### config.mk
export PLATFORM = sky130hd
export DESIGN_NAME = rsl_ctrl
export DESIGN_NICKNAME = d
export VERILOG_FILES = /design/src/hdl/rsl_pkg.sv /design/src/hdl/rsl_ctrl.sv
export SDC_FILE = /design/constraint.sdc
export NUM_CORES = 1
export LEC_CHECK = 0
export BUFFER_PORTS_ARGS = -buffer_cell sky130_fd_sc_hd__buf_2
export CAP_MARGIN = 20
export CORE_AREA = 2 2 39 41
export DETAILED_ROUTE_END_ITERATION = 6
export DIE_AREA = 0 0 41 43
export HOLD_SLACK_MARGIN = 0.03
export MAX_ROUTING_LAYER = met4
export SLEW_MARGIN = 5
export SYNTH_ARGS = -nofsm -noshare
export SYNTH_HDL_FRONTEND = slang
export SYNTH_SLANG_ARGS = --single-unit
export TNS_END_PERCENT = 1
### constraint.sdc
create_clock -name clock -period 1.9 [get_ports clock]
set_input_delay 0.19 -clock clock [delete_from_list [all_inputs] [get_ports clock]]
set_output_delay 0.19 -clock clock [all_outputs]
set_load 0.02 [all_outputs]
### src/hdl/rsl_pkg.sv
// ---------------------------------------------------------------------------
// rsl_pkg: shared types and constants for the record store lookup block
// Status and register codes, field widths, controller/datapath structs.
// ---------------------------------------------------------------------------
`default_nettype none

package rsl_pkg;

   localparam int BUFFER_BYTES_DEFAULT = 4096;

   // field widths fixed by the item format
   localparam int ADDR_W   = 12;
   localparam int BYTE_W   = 8;
   localparam int LEN_W    = 16;
   localparam int HASH_W   = 32;
   localparam int STATUS_W = 2;
   localparam int OFFSET_W = 13;
   localparam int SIZE_W   = 13;
   localparam int CSR_IDX_W = 1;
   localparam int CSR_DATA_W = 13;

   // walk position: below size plus one record length
   localparam int POS_W = 17;

   localparam int HDR_BYTES = 6;
   localparam int HDR_W     = HDR_BYTES * BYTE_W;
   localparam int BIDX_W    = 3;

   localparam logic [SIZE_W-1:0] BUFFER_SIZE_RESET = 13'd4096;

   localparam logic KIND_WRITE  = 1'b0;
   localparam logic KIND_LOOKUP = 1'b1;

   localparam logic [STATUS_W-1:0] STATUS_FOUND = 2'd0;
   localparam logic [STATUS_W-1:0] STATUS_PLACE = 2'd1;
   localparam logic [STATUS_W-1:0] STATUS_SMALL = 2'd2;

   localparam logic [CSR_IDX_W-1:0] CSR_START_ODD   = 1'b0;
   localparam logic [CSR_IDX_W-1:0] CSR_BUFFER_SIZE = 1'b1;

   // controller to datapath
   typedef struct packed {
      logic              write;     // store the request byte
      logic              load;      // latch a lookup request, start at start_odd
      logic [BIDX_W-1:0] rd_idx;    // header byte to read at pos
      logic              capture;   // shift in the byte read last cycle
      logic              advance;   // step to the next record
      logic              set_found; // record matched
      logic              finish;    // register the result
   } cmd_type;

   // datapath to controller
   typedef struct packed {
      logic fits;      // a full header fits before the usable size
      logic len_zero;  // end of chain marker
      logic match;     // length and hash equal the sought record
   } sts_type;

endpackage

`default_nettype wire

### src/hdl/rsl_ctrl.sv
// ---------------------------------------------------------------------------
// rsl_ctrl: lookup controller
// Sequences the header reads of the chain walk and the response handshake.
// ---------------------------------------------------------------------------
`default_nettype none

module rsl_ctrl (
   input  wire logic             clock,
   input  wire logic             reset,
   input  wire logic             req_valid,
   input  wire logic             req_kind,
   output logic                  req_ready,
   input  wire logic             rsp_ready,
   output logic                  rsp_valid,
   output rsl_pkg::cmd_type      cmd,
   input  wire rsl_pkg::sts_type sts
);
   import rsl_pkg::*;

   localparam logic [2:0] ST_IDLE   = 3'd0;
   localparam logic [2:0] ST_CHECK  = 3'd1;
   localparam logic [2:0] ST_READ   = 3'd2;
   localparam logic [2:0] ST_EVAL   = 3'd3;
   localparam logic [2:0] ST_FINISH = 3'd4;

   localparam logic [BIDX_W-1:0] LAST_IDX = BIDX_W'(HDR_BYTES);

   logic [2:0]        state_ff, state_in;
   logic [BIDX_W-1:0] idx_ff, idx_in;
   logic              rsp_valid_ff, rsp_valid_in;
   logic              slot_free;

   assign slot_free = !rsp_valid_ff || rsp_ready;
   assign req_ready = (state_ff == ST_IDLE);
   assign rsp_valid = rsp_valid_ff;

   always_comb begin
      state_in = state_ff;
      idx_in   = idx_ff;
      cmd      = '0;
      cmd.rd_idx = idx_ff;
      case (state_ff)
         ST_IDLE: begin
            if (req_valid) begin
               if (req_kind == KIND_LOOKUP) begin
                  cmd.load = 1'b1;
                  state_in = ST_CHECK;
               end else begin
                  cmd.write = 1'b1;
               end
            end
         end
         ST_CHECK: begin
            idx_in = '0;
            state_in = sts.fits ? ST_READ : ST_FINISH;
         end
         ST_READ: begin
            // read byte idx, capture byte idx-1
            cmd.capture = (idx_ff != '0);
            idx_in = idx_ff + 1'b1;
            if (idx_ff == LAST_IDX) begin
               state_in = ST_EVAL;
            end
         end
         ST_EVAL: begin
            if (sts.len_zero) begin
               state_in = ST_FINISH;
            end else if (sts.match) begin
               cmd.set_found = 1'b1;
               state_in = ST_FINISH;
            end else begin
               cmd.advance = 1'b1;
               state_in = ST_CHECK;
            end
         end
         ST_FINISH: begin
            if (slot_free) begin
               cmd.finish = 1'b1;
               state_in = ST_IDLE;
            end
         end
         default: begin
            state_in = ST_IDLE;
         end
      endcase
   end

   always_comb begin
      rsp_valid_in = rsp_valid_ff;
      if (cmd.finish) begin
         rsp_valid_in = 1'b1;
      end else if (rsp_ready) begin
         rsp_valid_in = 1'b0;
      end
   end

   always_ff @(posedge clock) begin
      if (reset) begin
         state_ff     <= ST_IDLE;
         idx_ff       <= '0;
         rsp_valid_ff <= 1'b0;
      end else begin
         state_ff     <= state_in;
         idx_ff       <= idx_in;
         rsp_valid_ff <= rsp_valid_in;
      end
   end

endmodule

`default_nettype wire

Word-level counts from Yosys, hierarchy flattened
Index checks and enable logic that the tools add are counted.

Div/mod/pow operators: 0. Shifts and indexed selects: 0. Bitwise gates (word level): 0. Reduce and logical (&&, ||, !) cells: 7. Add/sub/neg operators: 1. Multipliers: 0. Equal/unequal tests: 9. $lt $le $gt $ge: 0. Mux-type cells: 22.

Operator list (number): 3-bit 2-to-1 mux (7); 3-bit case mux with 5 select lines (1); 1-bit 2-to-1 mux (9); 2-bit 2-to-1 mux (4); 2-bit inequality test, second input constant (4); 3-bit by 2-bit equality test with 1-bit output, second input constant (2); 3-bit equality test, second input constant (2); 3-bit case mux with 2 select lines (1); 4-bit AND reduction (1); 2-bit nonzero test (2); 3-bit by 1-bit adder with 3-bit output, second input constant (1); 3-bit by 1-bit equality test with 1-bit output, second input constant (1); 3-bit zero test (1); 3-bit nonzero test (1); 1-bit zero test (1); 1-bit logical OR (1).

Memory bits (writable): 0. Bits in registers: 7. Memories kept: 0. Word-level logic and storage cells: 42. Output and inout port bits: 11. Memory bits (read-only): 0. Latch bits: 0.

Longest topological paths before layout
Gate-level depths: netlist of the first run.

Depth in word-level cells: 5. Gate-level depth with buffers: 5. Mapped depth without buffers: 5.

Least setup slack after synthesis of the first run
Ideal clock, no wire load.

Path kind: register to output. Start point: register state_ff[1]. End point: output cmd[8] in the netlist's numbering. Setup slack: 0.273 ns. Data arrival time: 1.437 ns. Buffers on the path: 1. Data required time: 1.710 ns. Stages on the path, launching flop included: 5. Cells stage by stage: dfxtp_1 > buf_2 > nor3_1 > nand2_1 > nor2_1.

RTL lines: from (decl) (line rsl_ctrl.sv:28) `logic [2:0] state_ff, state_in;`; from (signal assigned) (line rsl_ctrl.sv:103) `state_ff <= state_in;`; to (decl) (line rsl_ctrl.sv:15) `output rsl_pkg::cmd_type cmd,`.

==> impl_metrics.py, run 1 <==
metrics = {
    "layout": {
        "final_nets": 88,
        "diodes": 0,
        "area_growth_pct": 26.3,
        "regArea_um2": 140,
        "multi_input_area_um2": 293,
        "n_fill_cell": 147,
        "layout-drive-gt1-share": 0.316,
        "final_cell_area_um2": 588,
        "fin_util": 0.425,
    },
    "timing": {
        "worstMarginPinSlew_ns": 0.472,
        "hold_violations": 0,
        "whs_ns": 0.205,
        "skew_ns": 0.00539,
        "drv_slew": 0,
        "finalCriticalPeriod_ns": 1.60,
        "relSlewSlack": 0.685,
        "period_share": 0.844,
        "rsz0062_at_grt": "no",
        "timing.fmax_mhz": 624,
        "tns_ns": 0,
        "finalSetupViolations": 0,
    },
    "critical_path": {
        "arrival_ns": 1.41,
        "crit_buf_inv": 1,
        "path_cells": "nor2b_1, and4b_1, buf_2",
        "path_class": "reg2out",
        "critPathRequiredTime_ns": 1.71,
        "path_delay_family": "flip-flops",
        "critPathMaxFanout": 15,
        "endpoint_kind": "output port",
        "slowest_stage": "dfxtp_1",
        "slowest_delay_ns": 0.61,
        "critPathLaunchType": "flop",
    },
    "placed_design": {
        "io_buffer_count": 18,
        "dpl.hpwl_um": 673,
        "dpl_cell_area_um2": 562,
        "place_congestion": 0.765,
    },
    "drt": {
        "drc": 0,
        "firstDrtPassIters": 1,
        "via_per_inst": 4.80,
        "highest_layer": "met3",
        "wl_met3_um": 76,
        "wl_per_cell_um": 9.92,
        "route.met2.wl_um": 379,
        "ant_nets": 0,
        "vias": 442,
        "first_iter_violations": 0,
        "met1_length_um": 457,
        "finalWirelength_um": 913,
    },
    "global_routing": {
        "first_global_vias": 347,
        "grt_max_degree": 16,
        "grt_use_total": 0.124,
        "grt_pass1_wl_mm": 1.44,
        "grt_overflow": 0,
        "antenna_found_initial": 0,
    },
    "min_path": {
        "min_path_type": "in2reg",
    },
    "yosys": {
        "syn-cell-area_um2": 465,
        "ys_seq_area_frac": 0.301,
        "syn_area_per_cell_um2": 8.17,
        "synth_nets": 68,
        "yosys_warnings": 0,
        "synthCells": 57,
        "synth_cell_type_count": 28,
        "ys_seq_elements": 7,
    },
    "floorplanning": {
        "start_util": 0.336,
        "die_w_um": 41,
        "die_h_um": 43,
        "io_pins": 19,
        "core_area_um2": 1380,
        "rows": 14,
        "fp.dieArea_um2": 1760,
    },
    "status": {
        "status": "finished clean",
    },
    "cts": {
        "hold_buffers": 0,
        "cts_setup_buffers": 0,
        "numClockSinks": 7,
        "clk_latency_ns": 0.25,
        "root_buffer": "clkbuf_4",
        "cts-resized-gates": 0,
        "clk_pin_slew_ns": 0.05,
        "htree_levels": 1,
        "clock_tree.buffer_depth": 2,
        "cts_made_buffers": 3,
        "cts_tree": "built",
    },
    "pwr": {
        "irDropWorstVdd_uv": 443,
        "leakagePower_uw": 0.000279,
        "powerDensity_nw_per_um2": 610,
    },
    "job": {
        "maxCapViolCount": 0,
    },
}
-- where the power goes --
| part | internal (uW) | switching, uW |
|---|---|---|
| clock | 79.9 | 50.7 |
| sequential | 152 | 11.5 |
| combinational | 28.9 | 35.4 |
| total | 261 | 97.6 |
-- cell usage in the layout (no fill, tap or decap), drive strengths merged --
| cell type | instances |
|---|---|
| clkbuf | 4 |
| nand3b | 1 |
| ha | 3 |
| nand3 | 1 |
| nor2 | 5 |
| buf | 19 |
| nand2 | 3 |
| a211oi | 1 |
| a21oi | 6 |
| a311oi | 1 |
| and4b | 1 |
| nor4b | 2 |
| and3b | 1 |
| mux2i | 1 |
| inv | 3 |
| and3 | 1 |
| nor4bb | 1 |
| and2 | 1 |
| nor3b | 2 |
| a21o | 1 |
| dfxtp | 7 |
| o21ai | 3 |
| a2111oi | 1 |
| nor2b | 3 |
| or3b | 1 |
| nor3 | 3 |
-- synth_stat cells --
master	count	area [um2]
mux2i_1	1	10.0
a2111oi_2	1	15.0
dfxtp_1	7	140
inv_1	3	11.3
nand3_1	1	5.00
nor2_1	5	18.8
nand2_1	3	11.3
and4b_1	1	10.0
a311oi_1	1	8.76
nor3b_1	2	15.0
a21o_1	1	7.51
and2_1	1	6.26
clkbuf_1	1	3.75
a211oi_1	1	7.51
o21ai_1	1	5.00
nor2b_1	3	18.8
nor4bb_1	1	10.0
a21oi_1	6	30.0
or3b_4	1	11.3
nor4b_1	2	17.5
o21ai_0	2	10.0
buf_2	2	10.0
and3_1	1	6.26
ha_1	3	37.5
and3b_1	1	8.76
nand3b_1	1	7.51
buf_4	1	7.51
nor3_1	3	15.0
-- area by class of cell --
cell class                 count  area share
sequential                     7       0.238
tap                           16      0.0340
timing repair buffer          19       0.166
clock buffer                   4      0.0447
inverter                       3      0.0191
multi-input combinational     43       0.498
-- sequential cells by signal, summed over array words and instances (netlist names) --
signal,flops
state_ff,3
rsp_valid,1
idx_ff,3
-- final timing paths --
check / depth (start not counted) / slack [ns] / endpoint / start
hold reg to reg: 2 / 0.53 / idx_ff[2]$_SDFFE_PP0P_ / idx_ff[2]$_SDFFE_PP0P_
setup reg to reg: 5 / 0.55 / idx_ff[1]$_SDFFE_PP0P_ / idx_ff[0]$_SDFFE_PP0P_
hold / removal: 2 / 0.20 / state_ff[2]$_SDFFE_PP0P_ / reset
setup / recovery: 3 / 0.30 / cmd[1] / state_ff[0]$_SDFFE_PP0P_
-- metrics by stage --
stage               setup WS, ns  std cells  power, uW
global placement           0.570         88        231
finish                     0.297         92        359
global route               0.194         92        391
floorplan                  0.273         57        209
CTS                        0.291         92        369
detailed placement         0.565         88        231
-- routing by layer --
layer / vias to the layer above / GRT usage
met2: 16 / 0.172
li1: 243 / -
met4: 0 / 0.0600
met1: 183 / 0.153
met3: 0 / 0.0471
met5: - / -
-- kinds of logic after synthesis --
family,share of synthesized area
AO/OA/AOI/OAI,0.180
multiplexers,0.0215
flip-flops,0.301
buffers and inverters,0.0699
adder cells (fa/ha/maj),0.0807
AND/OR/NAND/NOR,0.347
(Power assumes the default switching activity.)
==> run 2, diff against run 1 <==
==> constraint.sdc (replaced) <==
create_clock -name clock -period 1.6 [get_ports clock]
set_input_delay 0.16 -clock clock [delete_from_list [all_inputs] [get_ports clock]]
set_output_delay 0.16 -clock clock [all_outputs]
set_load 0.02 [all_outputs]
==> impl_metrics.py, run 2 (same netlist as run 1, synthesis figures left out) <==
metrics = {
    "min_path": {
        "holdCritStartpoint": "reset",
        "whs_endpoint": "idx_ff[0]$_SDFFE_PP0P_",
        "hold_path_depth": 2,
        "min_path_type": "in2reg",
    },
    "floorplanning": {
        "rows": 14,
        "die_w_um": 41,
        "core_area_um2": 1380,
        "start_util": 0.336,
        "io_pins": 19,
        "die_h_um": 43,
        "fp.dieArea_um2": 1760,
    },
    "critical_path": {
        "slowest_stage": "or3b_4",
        "rr_endpoint": "idx_ff[1]$_SDFFE_PP0P_",
        "startpoint": "state_ff[1]$_SDFFE_PP0P_",
        "timing.rr.start": "idx_ff[0]$_SDFFE_PP0P_",
        "critPathLaunchType": "flop",
        "r2r_slack_ns": 0.37,
        "endpoint_kind": "output port",
        "path_cells": "or3b_4, nor3b_1, buf_2",
        "reg2regPathDepth": 5,
        "critPathMaxFanout": 3,
        "slowest_delay_ns": 0.40,
        "arrival_ns": 1.34,
        "path_class": "reg2out",
        "critPathRequiredTime_ns": 1.44,
    },
    "cts": {
        "cts_tree": "built",
        "clock_tree.buffer_depth": 2,
        "root_buffer": "clkbuf_4",
        "cts_setup_buffers": 0,
        "cts_made_buffers": 3,
        "htree_levels": 1,
        "clk_pin_slew_ns": 0.06,
        "numClockSinks": 7,
        "clk_latency_ns": 0.25,
    },
    "timing": {
        "relSlewSlack": 0.753,
        "hold_violations": 0,
        "period_share": 0.935,
        "finalSetupViolations": 0,
        "skew_ns": 0.00599,
        "tns_ns": 0,
        "drv_slew": 0,
        "rsz0062_at_grt": "no",
        "finalCriticalPeriod_ns": 1.50,
        "timing.fmax_mhz": 669,
        "worstMarginPinSlew_ns": 0.370,
    },
    "placed_design": {
        "place_congestion": 0.769,
        "io_buffer_count": 18,
        "dpl.hpwl_um": 711,
    },
    "layout": {
        "diodes": 0,
        "n_fill_cell": 152,
        "layout_commonest_cell": "buf_2",
        "area_growth_pct": 30.4,
        "fin_util": 0.439,
        "final_nets": 89,
        "layout_common_cells": "18 x buf_2, 6 x a21oi_1, 4 x nor2_1, 4 x dfxtp_1",
        "layout-drive-gt1-share": 0.390,
    },
    "global_routing": {
        "antenna_found_initial": 0,
        "grt_pass1_wl_mm": 1.57,
        "grt_overflow": 0,
        "grt_use_total": 0.135,
        "first_global_vias": 356,
        "grt_max_degree": 16,
    },
    "status": {
        "status": "finished clean",
    },
    "drt": {
        "wl_per_cell_um": 10.8,
        "first_iter_violations": 6,
        "finalWirelength_mm": 1.00,
        "drc": 0,
        "vias": 452,
        "firstDrtPassIters": 4,
        "ant_nets": 0,
        "via_per_inst": 4.86,
    },
    "pwr": {
        "powerDensity_nw_per_um2": 725,
        "leakagePower_uw": 0.000288,
        "irDropWorstVdd_uv": 388,
    },
    "job": {
        "maxCapViolCount": 0,
    },
}
==> run 2: stage by stage <==
stage / setup slack (ns) / power [uW] / hold WS [ns] / cells / cell area [um2]
after CTS: 0.0585 / 447 / 0.167 / 93 / 597
after global placement: 0.277 / 277 / 0.444 / 89 / 569
after global routing: 0.0244 / 473 / 0.181 / 93 / 607
after floorplan: 0.00332 / 248 / 0.229 / 57 / 465
final: 0.105 / 440 / 0.169 / 93 / 607
after detailed placement: 0.271 / 277 / 0.446 / 89 / 569
==> run 2: worst max-delay path: cells and delay by family (launching register included) <==
| family | cells | cell delay, ns |
|---|---|---|
| DFF | 1 | 0.31 |
| and+or+nand+nor | 2 | 0.59 |
| buffers and inverters | 1 | 0.19 |
==> run 2: area by class of cell <==
class	count	area, um2	share of cell area
inverters	3	11.3	0.0186
clock buffers	4	26.3	0.0433
repair buffers	20	105	0.173
multi-input cells	43	300	0.495
flip-flops and latches	7	144	0.237
well taps	16	20.0	0.0330
==> run 2: how the worst max path moves through the flow <==
stage	endpoint	slack [ns]	depth (start not counted)
after detailed placement	cmd[1]	0.27	3
after floorplan	cmd[8]	0.003	4
after CTS	cmd[3]	0.06	6
after global placement	cmd[1]	0.28	3
after global routing	cmd[1]	0.02	3
final	cmd[2]	0.10	3
==> run 2: layer usage <==
| metal | wire, um | global-route usage | up-vias | share of wire |
|---|---|---|---|---|
| met5 | 0 | - | - | 0 |
| met3 | 73 | 0.0314 | 0 | 0.073 |
| met1 | 495 | 0.186 | 191 | 0.49 |
| met4 | 0 | 0.0800 | 0 | 0 |
| li1 | - | - | 247 | - |
| met2 | 433 | 0.175 | 14 | 0.43 |
==> run 2: repair_timing <==
| action | 4_1_cts | 5_1_grt |
|---|---|---|
| endpoints found under the setup margin | 1 | 4 |
| hold endpoints to repair | 0 | 0 |
| hold buffers | 0 | 0 |
| pin swaps | 0 | 0 |
| gates resized for setup | 1 | 4 |
| cloned | 0 | 0 |
==> run 2: report_power, final <==
part	switching (uW)	total [uW]	internal [uW]
Combinational	44.5	81.4	36.9
Clock	68.3	164	95.4
Sequential	13.6	195	181
Total	126	440	314
==> run 3, diff against run 2 <==
==> constraint.sdc (replaced) <==
create_clock -name clock -period 1.6 [get_ports clock]
set_input_delay 0.08 -clock clock [delete_from_list [all_inputs] [get_ports clock]]
set_output_delay 0.08 -clock clock [all_outputs]
set_load 0.02 [all_outputs]
==> impl_metrics.py, run 3 (same netlist as run 1, synthesis figures left out) <==
metrics = {
    "status": {
        "status": "finished clean",
    },
    "cts": {
        "htree_levels": 1,
        "numClockSinks": 7,
        "hold_buffers": 0,
        "clk_pin_slew_ns": 0.06,
        "root_buffer": "clkbuf_4",
        "clk_latency_ns": 0.25,
        "cts_made_buffers": 3,
        "clock_tree.buffer_depth": 2,
        "cts_tree": "built",
    },
    "timing": {
        "worstMarginPinSlew_ns": 0.476,
        "finalSetupViolations": 0,
        "drv_slew": 0,
        "period_share": 0.906,
        "rsz0062_at_grt": "no",
        "tns_ns": 0,
        "relSlewSlack": 0.682,
        "finalCriticalPeriod_ns": 1.45,
        "hold_violations": 0,
        "skew_ns": 0.00676,
        "worst_slack_ns": 0.151,
        "timing.fmax_mhz": 690,
    },
    "layout": {
        "area_growth_pct": 26.6,
        "n_fill_cell": 148,
        "diodes": 0,
        "regArea_um2": 141,
        "multi_input_area_um2": 293,
        "final_nets": 88,
        "layout_commonest_cell": "buf_2",
        "layout_common_cells": "18 x buf_2, 6 x a21oi_1, 6 x dfxtp_1, 5 x nor2_1",
        "layout-drive-gt1-share": 0.329,
    },
    "drt": {
        "firstDrtPassIters": 4,
        "drc": 0,
        "wl_per_cell_um": 10.5,
        "ant_nets": 0,
        "finalWirelength_um": 964,
        "vias": 450,
        "first_iter_violations": 15,
        "via_per_inst": 4.89,
    },
    "global_routing": {
        "grt_use_total": 0.129,
        "grt_pass1_wl_mm": 1.53,
        "first_global_vias": 391,
        "grt_max_degree": 16,
        "antenna_found_initial": 0,
        "grt_overflow": 0,
    },
    "pwr": {
        "total_power_uw": 434,
        "irDropWorstVdd_uv": 400,
        "leakagePower_uw": 0.000280,
        "powerDensity_nw_per_um2": 736,
    },
    "job": {
        "maxCapViolCount": 0,
    },
    "floorplanning": {
        "fp.dieArea_um2": 1760,
        "die_w_um": 41,
        "io_pins": 19,
        "die_h_um": 43,
        "rows": 14,
        "start_util": 0.336,
        "core_area_um2": 1380,
    },
    "critical_path": {
        "startpoint": "state_ff[2]$_SDFFE_PP0P_",
        "slowest_stage": "dfxtp_1",
        "path_class": "reg2out",
        "endpoint_kind": "output port",
        "slowest_delay_ns": 0.45,
        "path_cells": "nor3_1, and3_1, buf_2",
        "critPathLaunchType": "flop",
        "timing.rr.start": "idx_ff[0]$_SDFFE_PP0P_",
        "arrival_ns": 1.37,
        "critPathRequiredTime_ns": 1.52,
        "critPathMaxFanout": 14,
    },
    "placed_design": {
        "place_congestion": 0.683,
        "io_buffer_count": 18,
        "place_ws_ns": 0.318,
        "dpl.hpwl_um": 714,
    },
    "min_path": {
        "min_path_type": "in2reg",
        "holdCritStartpoint": "reset",
    },
}
run 3: cell count changes in the layout (fill, tap and decap cells not counted), sizes merged:
| cell | before | now |
|---|---|---|
| buf | 20 | 19 |
run 3: power by group:
group,switching [uW],internal [uW]
Combinational,42.5,34.3
Sequential,13.5,181
Clock,67.0,95.3
Total,123,311
run 3: path summary, 6_finish.rpt:
path                       endpoint  slack [ns]  depth (start not counted)
max                          cmd[7]        0.15                          3
min          idx_ff[2]$_SDFFE_PP0P_        0.09                          2
max reg2reg  idx_ff[1]$_SDFFE_PP0P_        0.31                          5
min reg2reg  idx_ff[0]$_SDFFE_PP0P_        0.52                          2
run 3: layout make-up:
cell class                      instances  area share
Tap cell                               16      0.0340
Sequential cell                         7       0.240
Multi-Input combinational cell         43       0.497
Inverter                                3      0.0191
Timing Repair Buffer                   19       0.166
Clock buffer                            4      0.0446
run 3: critical path, delay by kind of cell (launching register included):
| family | cells | cell delay [ns] |
|---|---|---|
| buf+inv | 1 | 0.15 |
| simple gates | 2 | 0.52 |
| flops | 1 | 0.45 |
run 3: timing repair:
| action | in CTS | in global routing |
|---|---|---|
| setup endpoints to repair | 0 | 1 |
| buffers inserted | 0 | 0 |
| gates resized for setup | 0 | 1 |
run 3: through the flow:
stage          cell area (um2)  utilization  hold WS (ns)  instances
2_1_floorplan              465            -         0.149         57
3_5_place_dp               562        0.406         0.368         88
6_report                   589        0.426        0.0868         92
4_1_cts                    588        0.425        0.0926         92
5_1_grt                    589        0.426         0.109         92
3_3_place_gp               562        0.406         0.359         88
run 3: routing by layer:
layer,up-vias,wire (um),global-route usage
li1,241,-,-
met1,193,491,0.159
met2,14,407,0.181
met3,2,61,0.0314
met4,0,4,0.0800
met5,-,0,-
